==> config.mk <==
export PLATFORM = sky130hd
export DESIGN_NAME = moisture_pump_controller_unit_flat
export DESIGN_NICKNAME = d
export VERILOG_FILES = /design/src/rtl/mpc_pkg.sv /design/src/rtl/mpc_ifs.sv /design/src/rtl/moisture_pump_controller_unit.sv /design/src/flat_wrapper.sv
export SDC_FILE = /design/constraint.sdc
export NUM_CORES = 1
export LEC_CHECK = 0
export ABC_AREA = 1
export BUFFER_PORTS_ARGS = -buffer_cell sky130_fd_sc_hd__buf_4
export CORE_MARGIN = 2
export CORE_UTILIZATION = 35
export CTS_BUF_LIST = sky130_fd_sc_hd__clkbuf_2 sky130_fd_sc_hd__clkbuf_4 sky130_fd_sc_hd__clkbuf_8
export CTS_CLUSTER_SIZE = 20
export DETAILED_ROUTE_END_ITERATION = 16
export PLACE_DENSITY = 0.49
export SKIP_LAST_GASP = 1
export SYNTH_ARGS = -nofsm -noshare
export SYNTH_HDL_FRONTEND = slang
export SYNTH_SLANG_ARGS = --single-unit
==> constraint.sdc <==
create_clock -name i_clk -period 5.8 [get_ports i_clk]
set_input_delay 0.87 -clock i_clk [delete_from_list [all_inputs] [get_ports i_clk]]
set_output_delay 0.87 -clock i_clk [all_outputs]
set_load 0.02 [all_outputs]
==> src/rtl/mpc_pkg.sv <==
// ============================================================================
// mpc_pkg
// Shared types and constants for the moisture pump controller.
// ============================================================================
package mpc_pkg;

    localparam int unsigned SAMPLE_W = 10;
    localparam int unsigned TIME_W   = 32;
    localparam int unsigned ADDR_W   = 4;
    localparam int unsigned DATA_W   = 32;

    typedef logic [SAMPLE_W-1:0] t_sample;
    typedef logic [TIME_W-1:0]   t_time;
    typedef logic [ADDR_W-1:0]   t_addr;
    typedef logic [DATA_W-1:0]   t_data;

    typedef enum logic [1:0] {
        CLASS_WET      = 2'd0,
        CLASS_MODERATE = 2'd1,
        CLASS_DRY      = 2'd2,
        CLASS_UNKNOWN  = 2'd3
    } t_class;

    typedef enum logic [2:0] {
        ACT_NONE            = 3'd0,
        ACT_WET_STOP        = 3'd1,
        ACT_RUN_ENDED       = 3'd2,
        ACT_RECHECK_RESTART = 3'd3,
        ACT_RECHECK_IDLE    = 3'd4,
        ACT_START           = 3'd5
    } t_action;

    // Register byte addresses
    localparam t_addr ADDR_WET_THRESHOLD = 4'h0;
    localparam t_addr ADDR_DRY_THRESHOLD = 4'h4;
    localparam t_addr ADDR_PUMP_RUN_MS   = 4'h8;
    localparam t_addr ADDR_WAIT_MS       = 4'hC;

    // Register reset values
    localparam t_sample RST_WET_THRESHOLD = 10'd800;
    localparam t_sample RST_DRY_THRESHOLD = 10'd500;
    localparam t_time   RST_PUMP_RUN_MS   = 32'd10000;
    localparam t_time   RST_WAIT_MS       = 32'd60000;

endpackage

==> src/rtl/mpc_ifs.sv <==
// ============================================================================
// mpc channel interfaces
// Valid/ready channels for moisture samples and controller results.
// ============================================================================
interface mpc_in_if;
    logic              valid;
    logic              ready;
    mpc_pkg::t_sample  sample;
    mpc_pkg::t_time    now_ms;

    modport source (output valid, output sample, output now_ms, input ready);
    modport sink   (input valid, input sample, input now_ms, output ready);
endinterface

interface mpc_out_if;
    logic        valid;
    logic        ready;
    logic [1:0]  moisture_class;
    logic        lamp_red;
    logic        lamp_yellow;
    logic        lamp_green;
    logic        pump_on;
    logic [2:0]  action;

    modport source (output valid, output moisture_class, output lamp_red,
                    output lamp_yellow, output lamp_green, output pump_on,
                    output action, input ready);
    modport sink   (input valid, input moisture_class, input lamp_red,
                    input lamp_yellow, input lamp_green, input pump_on,
                    input action, output ready);
endinterface

==> src/rtl/moisture_pump_controller_unit.sv <==
// Pipeline: the input register loads on the input transaction; classify/update
//   logic feeds the result register whenever the result slot is free.
// Throughput: 1 sample per cycle while o_out is not stalled; the controller
//   state updates in the same cycle the result register loads, so the next
//   sample sees it at once.
// Reset: synchronous active-low i_rst_n clears the pump sequence state,
//   marks the previous class unknown and restores the register defaults.
// ============================================================================
// moisture_pump_controller_unit
// Classifies moisture samples, drives the lamps and sequences the pump
// through run / wait / recheck phases with 32-bit wrapping millisecond timers.
// ============================================================================
module moisture_pump_controller_unit (
    input  logic                i_clk,
    input  logic                i_rst_n,
    // APB-style configuration port
    input  logic                psel,
    input  logic                penable,
    input  logic                pwrite,
    input  mpc_pkg::t_addr      paddr,
    input  mpc_pkg::t_data      pwdata,
    output mpc_pkg::t_data      prdata,
    output logic                pready,
    // Sample and result channels
    mpc_in_if.sink              i_in,
    mpc_out_if.source           o_out
);

    // ------------------------------------------------------------------
    // Configuration registers
    // ------------------------------------------------------------------
    mpc_pkg::t_sample r_wet_threshold;
    mpc_pkg::t_sample r_dry_threshold;
    mpc_pkg::t_time   r_pump_run_ms;
    mpc_pkg::t_time   r_wait_ms;

    logic cfg_wr;

    assign pready = 1'b1;
    assign cfg_wr = psel && penable && pwrite && pready;

    always_ff @(posedge i_clk) begin
        if (!i_rst_n) begin
            r_wet_threshold <= mpc_pkg::RST_WET_THRESHOLD;
            r_dry_threshold <= mpc_pkg::RST_DRY_THRESHOLD;
            r_pump_run_ms   <= mpc_pkg::RST_PUMP_RUN_MS;
            r_wait_ms       <= mpc_pkg::RST_WAIT_MS;
        end else if (cfg_wr) begin
            // Unmapped addresses are ignored
            case (paddr)
                mpc_pkg::ADDR_WET_THRESHOLD: begin
                    r_wet_threshold <= pwdata[mpc_pkg::SAMPLE_W-1:0];
                end
                mpc_pkg::ADDR_DRY_THRESHOLD: begin
                    r_dry_threshold <= pwdata[mpc_pkg::SAMPLE_W-1:0];
                end
                mpc_pkg::ADDR_PUMP_RUN_MS: begin
                    r_pump_run_ms <= pwdata;
                end
                mpc_pkg::ADDR_WAIT_MS: begin
                    r_wait_ms <= pwdata;
                end
                default: begin
                end
            endcase
        end
    end

    always_comb begin
        case (paddr)
            mpc_pkg::ADDR_WET_THRESHOLD: prdata = {22'd0, r_wet_threshold};
            mpc_pkg::ADDR_DRY_THRESHOLD: prdata = {22'd0, r_dry_threshold};
            mpc_pkg::ADDR_PUMP_RUN_MS:   prdata = r_pump_run_ms;
            mpc_pkg::ADDR_WAIT_MS:       prdata = r_wait_ms;
            default:                     prdata = '0;
        endcase
    end

    // ------------------------------------------------------------------
    // Pipeline handshake
    // Stage 1 holds the accepted sample; stage 2 is the result register.
    // Stage 1 fires into stage 2 whenever the result slot is empty or
    // being drained, so a stalled result holds the queued sample in stage 1.
    // ------------------------------------------------------------------
    logic             r_in_valid;
    mpc_pkg::t_sample r_in_sample;
    mpc_pkg::t_time   r_in_now;
    logic             r_out_valid;

    logic out_free;
    logic fire;
    logic in_take;

    assign out_free   = !r_out_valid || o_out.ready;
    assign fire       = r_in_valid && out_free;
    assign i_in.ready = !r_in_valid || fire;
    assign in_take    = i_in.valid && i_in.ready;

    always_ff @(posedge i_clk) begin
        if (!i_rst_n) begin
            r_in_valid <= 1'b0;
        end else if (i_in.ready) begin
            r_in_valid <= i_in.valid;
        end
    end

    always_ff @(posedge i_clk) begin
        if (in_take) begin
            r_in_sample <= i_in.sample;
            r_in_now    <= i_in.now_ms;
        end
    end

    // ------------------------------------------------------------------
    // Controller state
    // ------------------------------------------------------------------
    logic            r_pump_running;
    logic            r_waiting;
    logic            r_origin_dry;
    mpc_pkg::t_class r_prev_class;
    mpc_pkg::t_time  r_run_start;
    mpc_pkg::t_time  r_wait_start;

    logic            n_pump_running;
    logic            n_waiting;
    logic            n_origin_dry;
    mpc_pkg::t_time  n_run_start;
    mpc_pkg::t_time  n_wait_start;
    mpc_pkg::t_class cur_class;
    mpc_pkg::t_action cur_action;
    mpc_pkg::t_time  run_elapsed;
    mpc_pkg::t_time  wait_elapsed;
    logic            demand;

    // Classification: the wet test wins even if the thresholds overlap
    always_comb begin
        if (r_in_sample >= r_wet_threshold) begin
            cur_class = mpc_pkg::CLASS_WET;
        end else if (r_in_sample <= r_dry_threshold) begin
            cur_class = mpc_pkg::CLASS_DRY;
        end else begin
            cur_class = mpc_pkg::CLASS_MODERATE;
        end
    end

    // Elapsed times wrap modulo 2^32
    assign run_elapsed  = r_in_now - r_run_start;
    assign wait_elapsed = r_in_now - r_wait_start;

    // Restart after the wait: dry, or moderate when this run cycle began dry
    assign demand = (cur_class == mpc_pkg::CLASS_DRY) ||
                    ((cur_class == mpc_pkg::CLASS_MODERATE) && r_origin_dry);

    always_comb begin
        n_pump_running = r_pump_running;
        n_waiting      = r_waiting;
        n_origin_dry   = r_origin_dry;
        n_run_start    = r_run_start;
        n_wait_start   = r_wait_start;
        cur_action     = mpc_pkg::ACT_NONE;

        if (cur_class == mpc_pkg::CLASS_WET) begin
            // Wet stops everything, every time
            n_pump_running = 1'b0;
            n_waiting      = 1'b0;
            n_origin_dry   = 1'b0;
            cur_action     = mpc_pkg::ACT_WET_STOP;
        end else if (r_pump_running) begin
            if (run_elapsed >= r_pump_run_ms) begin
                n_pump_running = 1'b0;
                n_waiting      = 1'b1;
                n_wait_start   = r_in_now;
                cur_action     = mpc_pkg::ACT_RUN_ENDED;
            end
        end else if (r_waiting) begin
            if (wait_elapsed >= r_wait_ms) begin
                n_waiting = 1'b0;
                if (demand) begin
                    n_pump_running = 1'b1;
                    n_run_start    = r_in_now;
                    cur_action     = mpc_pkg::ACT_RECHECK_RESTART;
                end else begin
                    n_origin_dry = 1'b0;
                    cur_action   = mpc_pkg::ACT_RECHECK_IDLE;
                end
            end
        end else if ((cur_class == mpc_pkg::CLASS_DRY) ||
                     ((cur_class == mpc_pkg::CLASS_MODERATE) &&
                      (r_prev_class == mpc_pkg::CLASS_DRY))) begin
            // Idle start: dry, or moderate right after a dry sample
            n_pump_running = 1'b1;
            n_run_start    = r_in_now;
            n_origin_dry   = (cur_class == mpc_pkg::CLASS_DRY);
            cur_action     = mpc_pkg::ACT_START;
        end
    end

    always_ff @(posedge i_clk) begin
        if (!i_rst_n) begin
            r_pump_running <= 1'b0;
            r_waiting      <= 1'b0;
            r_origin_dry   <= 1'b0;
            r_prev_class   <= mpc_pkg::CLASS_UNKNOWN;
            r_run_start    <= '0;
            r_wait_start   <= '0;
        end else if (fire) begin
            r_pump_running <= n_pump_running;
            r_waiting      <= n_waiting;
            r_origin_dry   <= n_origin_dry;
            r_prev_class   <= cur_class;
            r_run_start    <= n_run_start;
            r_wait_start   <= n_wait_start;
        end
    end

    // ------------------------------------------------------------------
    // Result register
    // ------------------------------------------------------------------
    mpc_pkg::t_class  r_out_class;
    mpc_pkg::t_action r_out_action;
    logic             r_out_pump;

    always_ff @(posedge i_clk) begin
        if (!i_rst_n) begin
            r_out_valid <= 1'b0;
        end else if (out_free) begin
            r_out_valid <= r_in_valid;
        end
    end

    always_ff @(posedge i_clk) begin
        if (fire) begin
            r_out_class  <= cur_class;
            r_out_action <= cur_action;
            r_out_pump   <= n_pump_running;
        end
    end

    assign o_out.valid          = r_out_valid;
    assign o_out.moisture_class = r_out_class;
    assign o_out.lamp_red       = (r_out_class == mpc_pkg::CLASS_DRY);
    assign o_out.lamp_yellow    = (r_out_class == mpc_pkg::CLASS_MODERATE);
    assign o_out.lamp_green     = (r_out_class == mpc_pkg::CLASS_WET);
    assign o_out.pump_on        = r_out_pump;
    assign o_out.action         = r_out_action;

    // ------------------------------------------------------------------
    // Assertions
    // ------------------------------------------------------------------
    a_run_wait_exclusive: assert property (@(posedge i_clk) disable iff (!i_rst_n)
        !(r_pump_running && r_waiting))
        else $error("pump running while waiting for recheck");

    a_pump_matches_state: assert property (@(posedge i_clk) disable iff (!i_rst_n)
        r_out_valid |-> (r_out_pump == r_pump_running))
        else $error("reported pump level differs from pump state");

    a_wet_stop_action: assert property (@(posedge i_clk) disable iff (!i_rst_n)
        r_out_valid |-> ((r_out_class == mpc_pkg::CLASS_WET) ==
                         (r_out_action == mpc_pkg::ACT_WET_STOP)))
        else $error("wet class and wet-stop action disagree");

    a_start_runs_pump: assert property (@(posedge i_clk) disable iff (!i_rst_n)
        (r_out_valid && ((r_out_action == mpc_pkg::ACT_START) ||
                         (r_out_action == mpc_pkg::ACT_RECHECK_RESTART)))
        |-> r_out_pump)
        else $error("start action without pump running");

endmodule
==> src/flat_wrapper.sv <==
// flat-port wrapper written by rule: the top's interface ports become plain ports
module moisture_pump_controller_unit_flat 
  (i_clk, i_rst_n, psel, penable, pwrite, paddr, pwdata, prdata, pready, i_in_valid, i_in_sample, i_in_now_ms, i_in_ready, o_out_valid, o_out_moisture_class, o_out_lamp_red, o_out_lamp_yellow, o_out_lamp_green, o_out_pump_on, o_out_action, o_out_ready);
  mpc_in_if i_in_i ();
  mpc_out_if o_out_i ();
  input  logic i_clk;
  input  logic i_rst_n;
  input  logic psel;
  input  logic penable;
  input  logic pwrite;
  input  mpc_pkg::t_addr paddr;
  input  mpc_pkg::t_data pwdata;
  output mpc_pkg::t_data prdata;
  output logic pready;
  input wire logic [$bits(i_in_i.valid)-1:0] i_in_valid;
  input wire logic [$bits(i_in_i.sample)-1:0] i_in_sample;
  input wire logic [$bits(i_in_i.now_ms)-1:0] i_in_now_ms;
  output wire logic [$bits(i_in_i.ready)-1:0] i_in_ready;
  output wire logic [$bits(o_out_i.valid)-1:0] o_out_valid;
  output wire logic [$bits(o_out_i.moisture_class)-1:0] o_out_moisture_class;
  output wire logic [$bits(o_out_i.lamp_red)-1:0] o_out_lamp_red;
  output wire logic [$bits(o_out_i.lamp_yellow)-1:0] o_out_lamp_yellow;
  output wire logic [$bits(o_out_i.lamp_green)-1:0] o_out_lamp_green;
  output wire logic [$bits(o_out_i.pump_on)-1:0] o_out_pump_on;
  output wire logic [$bits(o_out_i.action)-1:0] o_out_action;
  input wire logic [$bits(o_out_i.ready)-1:0] o_out_ready;
  assign i_in_i.valid = i_in_valid;
  assign i_in_i.sample = i_in_sample;
  assign i_in_i.now_ms = i_in_now_ms;
  assign i_in_ready = i_in_i.ready;
  assign o_out_valid = o_out_i.valid;
  assign o_out_moisture_class = o_out_i.moisture_class;
  assign o_out_lamp_red = o_out_i.lamp_red;
  assign o_out_lamp_yellow = o_out_i.lamp_yellow;
  assign o_out_lamp_green = o_out_i.lamp_green;
  assign o_out_pump_on = o_out_i.pump_on;
  assign o_out_action = o_out_i.action;
  assign o_out_i.ready = o_out_ready;
  moisture_pump_controller_unit u_core (.i_clk(i_clk), .i_rst_n(i_rst_n), .psel(psel), .penable(penable), .pwrite(pwrite), .paddr(paddr), .pwdata(pwdata), .prdata(prdata), .pready(pready), .i_in(i_in_i), .o_out(o_out_i));
endmodule
==> run_results.csv <==
group,metric,value,unit
grt,grt_pass1_wl,62200,µm
setup_path,cp_top_family,"simple AND/OR/NAND/NOR gates",
worst_hold_path,hold_start,"i_in_sample[8]",
floorplanning,die_width,198,µm
clock_network,cts_hold_buf,0,
clock_network,cts_resized,0,
pwr,clockPowerShare,38.2,%
floorplanning,initial_core_util,35.6,%
timing,max_freq,205,MHz
grt,grt_max_degree,117,
finish,regArea,4540,µm²
floorplanning,fp-row-count,70,
setup_path,rrSetupSlack,0.93,ns
finish,multi_input_area,7410,µm²
floorplanning,dieArea,39000,µm²
synthesis,synth.area.top_cells,"dfxtp_1, ha_1, edfxtp_1",
setup_path,crit_start,"u_core.r_in_now[0]$_DFFE_PP_",
setup_path,start_kind,"flip-flop",
setup_path,max_stage_delay,0.48,ns
pwr,cellPowerDensity,258,nW/µm²
synthesis,seq_area_frac_synth,34.7,%
timing,slew_viol_final,0,
finish,diodes,0,
synthesis,ys_warn_count,0,
timing,skew,0.0225,ns
flow_run,maxCapViolCount,0,
finish,area_growth,16.7,%
drt,via_count,11911,
synthesis,synth.top_cells.by_count,"nand2_1, inv_1, a21oi_1, nor2_1, dfxtp_1",
timing,rsz0062_at_grt,"no",
place,dp.final_hpwl,30900,µm
pwr,leakagePower,0.00648,µW
synthesis,syn_avg_cell_area,7.52,µm²
grt,gr-usage-all-layers,20.7,%
drt,wl_per_cell,17.1,µm
pwr,switching_power,1240,µW
clock_network,clkTransAtPathRegs,0.06,ns
setup_path,crit_fanout,32,
clock_network,cts_max_level,2,
setup_path,crit_arrival,5.38,ns
clock_network,insertion_delay,0.60,ns
clock_network,clock-root-buffer,"clkbuf_8",
timing,relSlewSlack,19.3,%
status,outcome,"complete, no violations",
synthesis,syn_inst,1744,
grt,grt_pass1_vias,11404,
clock_network,cts_setup_buffers,0,
synthesis,synth_edf_count,48,
setup_path,cp-end-kind,"flip-flop",
timing,worst_pin_slew,1.21,ns
synthesis,yosys.area.top_type,"dfxtp_1",
timing,hold_viol,0,
finish,finish.instance_area,15300,µm²
drt,drt_wl_total,40400,µm
grt,antenna_found_initial,0,
clock_network,cts_buffers,40,
pwr,max-vdd-ir-drop,0.130,mV
pwr,combinationalPowerShare,22.8,%
clock_network,clockBufferDepth,3,
finish,postLayoutCoreUtil,41.6,%
drt,drtPass1Iterations,5,
pwr,seqPwrFrac,39.0,%
grt,use_met2,31.6,%
clock_network,cts_sinks,203,
clock_network,cts_tree,"built",
place,gp_congestion,0.901,
floorplanning,fp.dieH,198,µm
synthesis,post-synth-top-count-cell,"nand2_1",
timing,fin_tns_setup,0,ns
synthesis,synth-seq-cells,203,
synthesis,synth.distinct_cells,46,
setup_path,path_class,"flip-flop to flip-flop",
worst_hold_path,hold_class,"input port to flip-flop",
grt,use_met3,2.95,%
place,pre_cts_ws,0.923,ns
setup_path,crit_required,6.31,ns
timing,min_period_over_period,84.0,%
drt,drc,0,
grt,use_met1,29.9,%
setup_path,crit_buf_inv,5,
grt,overflow,0,
finish,nFillCells,3820,
drt,drtIter0Drc,766,
drt,vias_per_cell,5.04,
timing,min_period,4.87,ns
synthesis,synth_area,13100,µm²
synthesis,async_flop_share,0,%
setup_path,critPathSlowestCell,"inv_2",
drt,ant_nets,0,
grt,top_usage_layer,"met2",
floorplanning,io_pins,129,
pwr,p_int,2700,µW
place,port_buffers,127,
timing,setup_viol,0,
pwr,total_power,3940,µW
finish,nets,2099,
setup_path,rr_startpoint,"u_core.r_in_now[0]$_DFFE_PP_",
synthesis,syn_nets,1977,
finish,drive_above_1_share,11.9,%
setup_path,path_cells,"inv_1 > ha_1 > inv_1 > fa_1 > inv_1 > nor3_1 > nor2_1 > inv_1 > a21oi_1 > o21ai_0 > nand2_1 > nand2_1 > xor2_1 > ha_1 > nand2_1 > nor3_1 > nand3_1 > nor2_1 > nand4_1 > nand3_1 > nand3_2 > inv_2 > nand2_1 > a21oi_1",
timing,final.setup.worst_slack,0.929,ns
synthesis,synth_top_area_share,23.7,%
place,place_area,14500,µm²
synthesis,synth_ff_type,"dfxtp_1",
floorplanning,core_area,36800,µm²
pwr,switching_share,31.5,%
==> layout make-up <==
class | instances | area share [%]
multi-input combinational | 1238 | 48.4
sequential | 203 | 29.7
timing repair buffer | 135 | 6.62
inverter | 248 | 6.10
clock buffer | 69 | 5.27
tap | 468 | 3.83
clock inverter | 2 | 0.0899
==> sequential cells by signal, indices dropped and copies added (netlist names) <==
name	cells
u_core.o_out.action	3
u_core.o_out.moisture_class	2
u_core.o_out.pump_on	1
u_core.o_out.valid	1
u_core.r_dry_threshold	10
u_core.r_in_now	32
u_core.r_in_sample	10
u_core.r_in_valid	1
u_core.r_origin_dry	1
u_core.r_prev_class	2
u_core.r_pump_run_ms	32
u_core.r_pump_running	1
u_core.r_run_start	32
u_core.r_wait_ms	32
u_core.r_wait_start	32
u_core.r_waiting	1
u_core.r_wet_threshold	10
==> layer usage <==
metal | share of wire, % | vias to the layer above
met5 | 0 | -
met4 | 2.5 | 0
met3 | 5.0 | 64
met2 | 42 | 290
met1 | 51 | 5440
li1 | - | 6117
==> cell families after synthesis <==
| kind of cell | after synthesis | share of synthesized area [%] |
|---|---|---|
| compound gates | 449 | 19.1 |
| xor+xnor | 58 | 3.87 |
| fa+ha+maj | 148 | 14.2 |
| buf+inv | 303 | 8.98 |
| flops | 203 | 34.7 |
| other cells | 1 | 0.0286 |
| simple gates | 582 | 19.1 |
==> power by group through the flow <==
| stage | Combinational, µW | Clock, µW | Sequential, µW |
|---|---|---|---|
| final | 899 | 1510 | 1540 |
| after global routing | 1020 | 1620 | 1540 |
| after CTS | 899 | 1560 | 1540 |
| after detailed placement | 896 | 0 | 1570 |
| after global placement | 887 | 0 | 1570 |
| after floorplan | 610 | 0 | 1560 |
==> final timing paths <==
| kind | endpoint | cells past startpoint |
|---|---|---|
| max | u_core.r_wait_start[21]$_SDFFE_PN0P_ | 24 |
| min | u_core.r_in_sample[8]$_DFFE_PP_ | 1 |
| min reg2reg | u_core.r_wait_start[4]$_SDFFE_PN0P_ | 2 |
| max reg2reg | u_core.r_wait_start[21]$_SDFFE_PN0P_ | 24 |
==> cell usage in the layout, fill, tap and decap left out, types with 3 or more instances in the layout <==
master / Yosys / routed
nand2_1: 308 / 308
inv_1: 239 / 238
a21oi_1: 217 / 217
nor2_1: 156 / 156
dfxtp_1: 155 / 155
ha_1: 146 / 146
buf_4: 2 / 135
o21ai_0: 109 / 109
edfxtp_1: 48 / 48
clkbuf_8: 0 / 46
xor2_1: 41 / 41
nand3_1: 36 / 35
o22ai_1: 31 / 31
nand3b_1: 31 / 31
clkbuf_4: 0 / 23
o211ai_1: 20 / 20
nand4_1: 19 / 19
o21ai_1: 18 / 18
xnor2_1: 17 / 17
nor3_1: 17 / 15
a21o_1: 14 / 14
a221o_1: 9 / 9
o21bai_1: 7 / 7
o21a_1: 7 / 7
inv_2: 6 / 7
nor4_1: 6 / 6
a31oi_1: 6 / 6
a221oi_1: 5 / 5
nor3_2: 1 / 3
==> per-stage QoR <==
| step | instances | hold slack, ns |
|---|---|---|
| 4_1_cts | 2363 | 0.391 |
| 2_1_floorplan | 1744 | 0.443 |
| 5_1_grt | 2363 | 0.416 |
| 6_report | 2363 | 0.443 |
| 3_3_place_gp | 2292 | 0.452 |
| 3_5_place_dp | 2292 | 0.456 |
(Power assumes the default switching activity.)
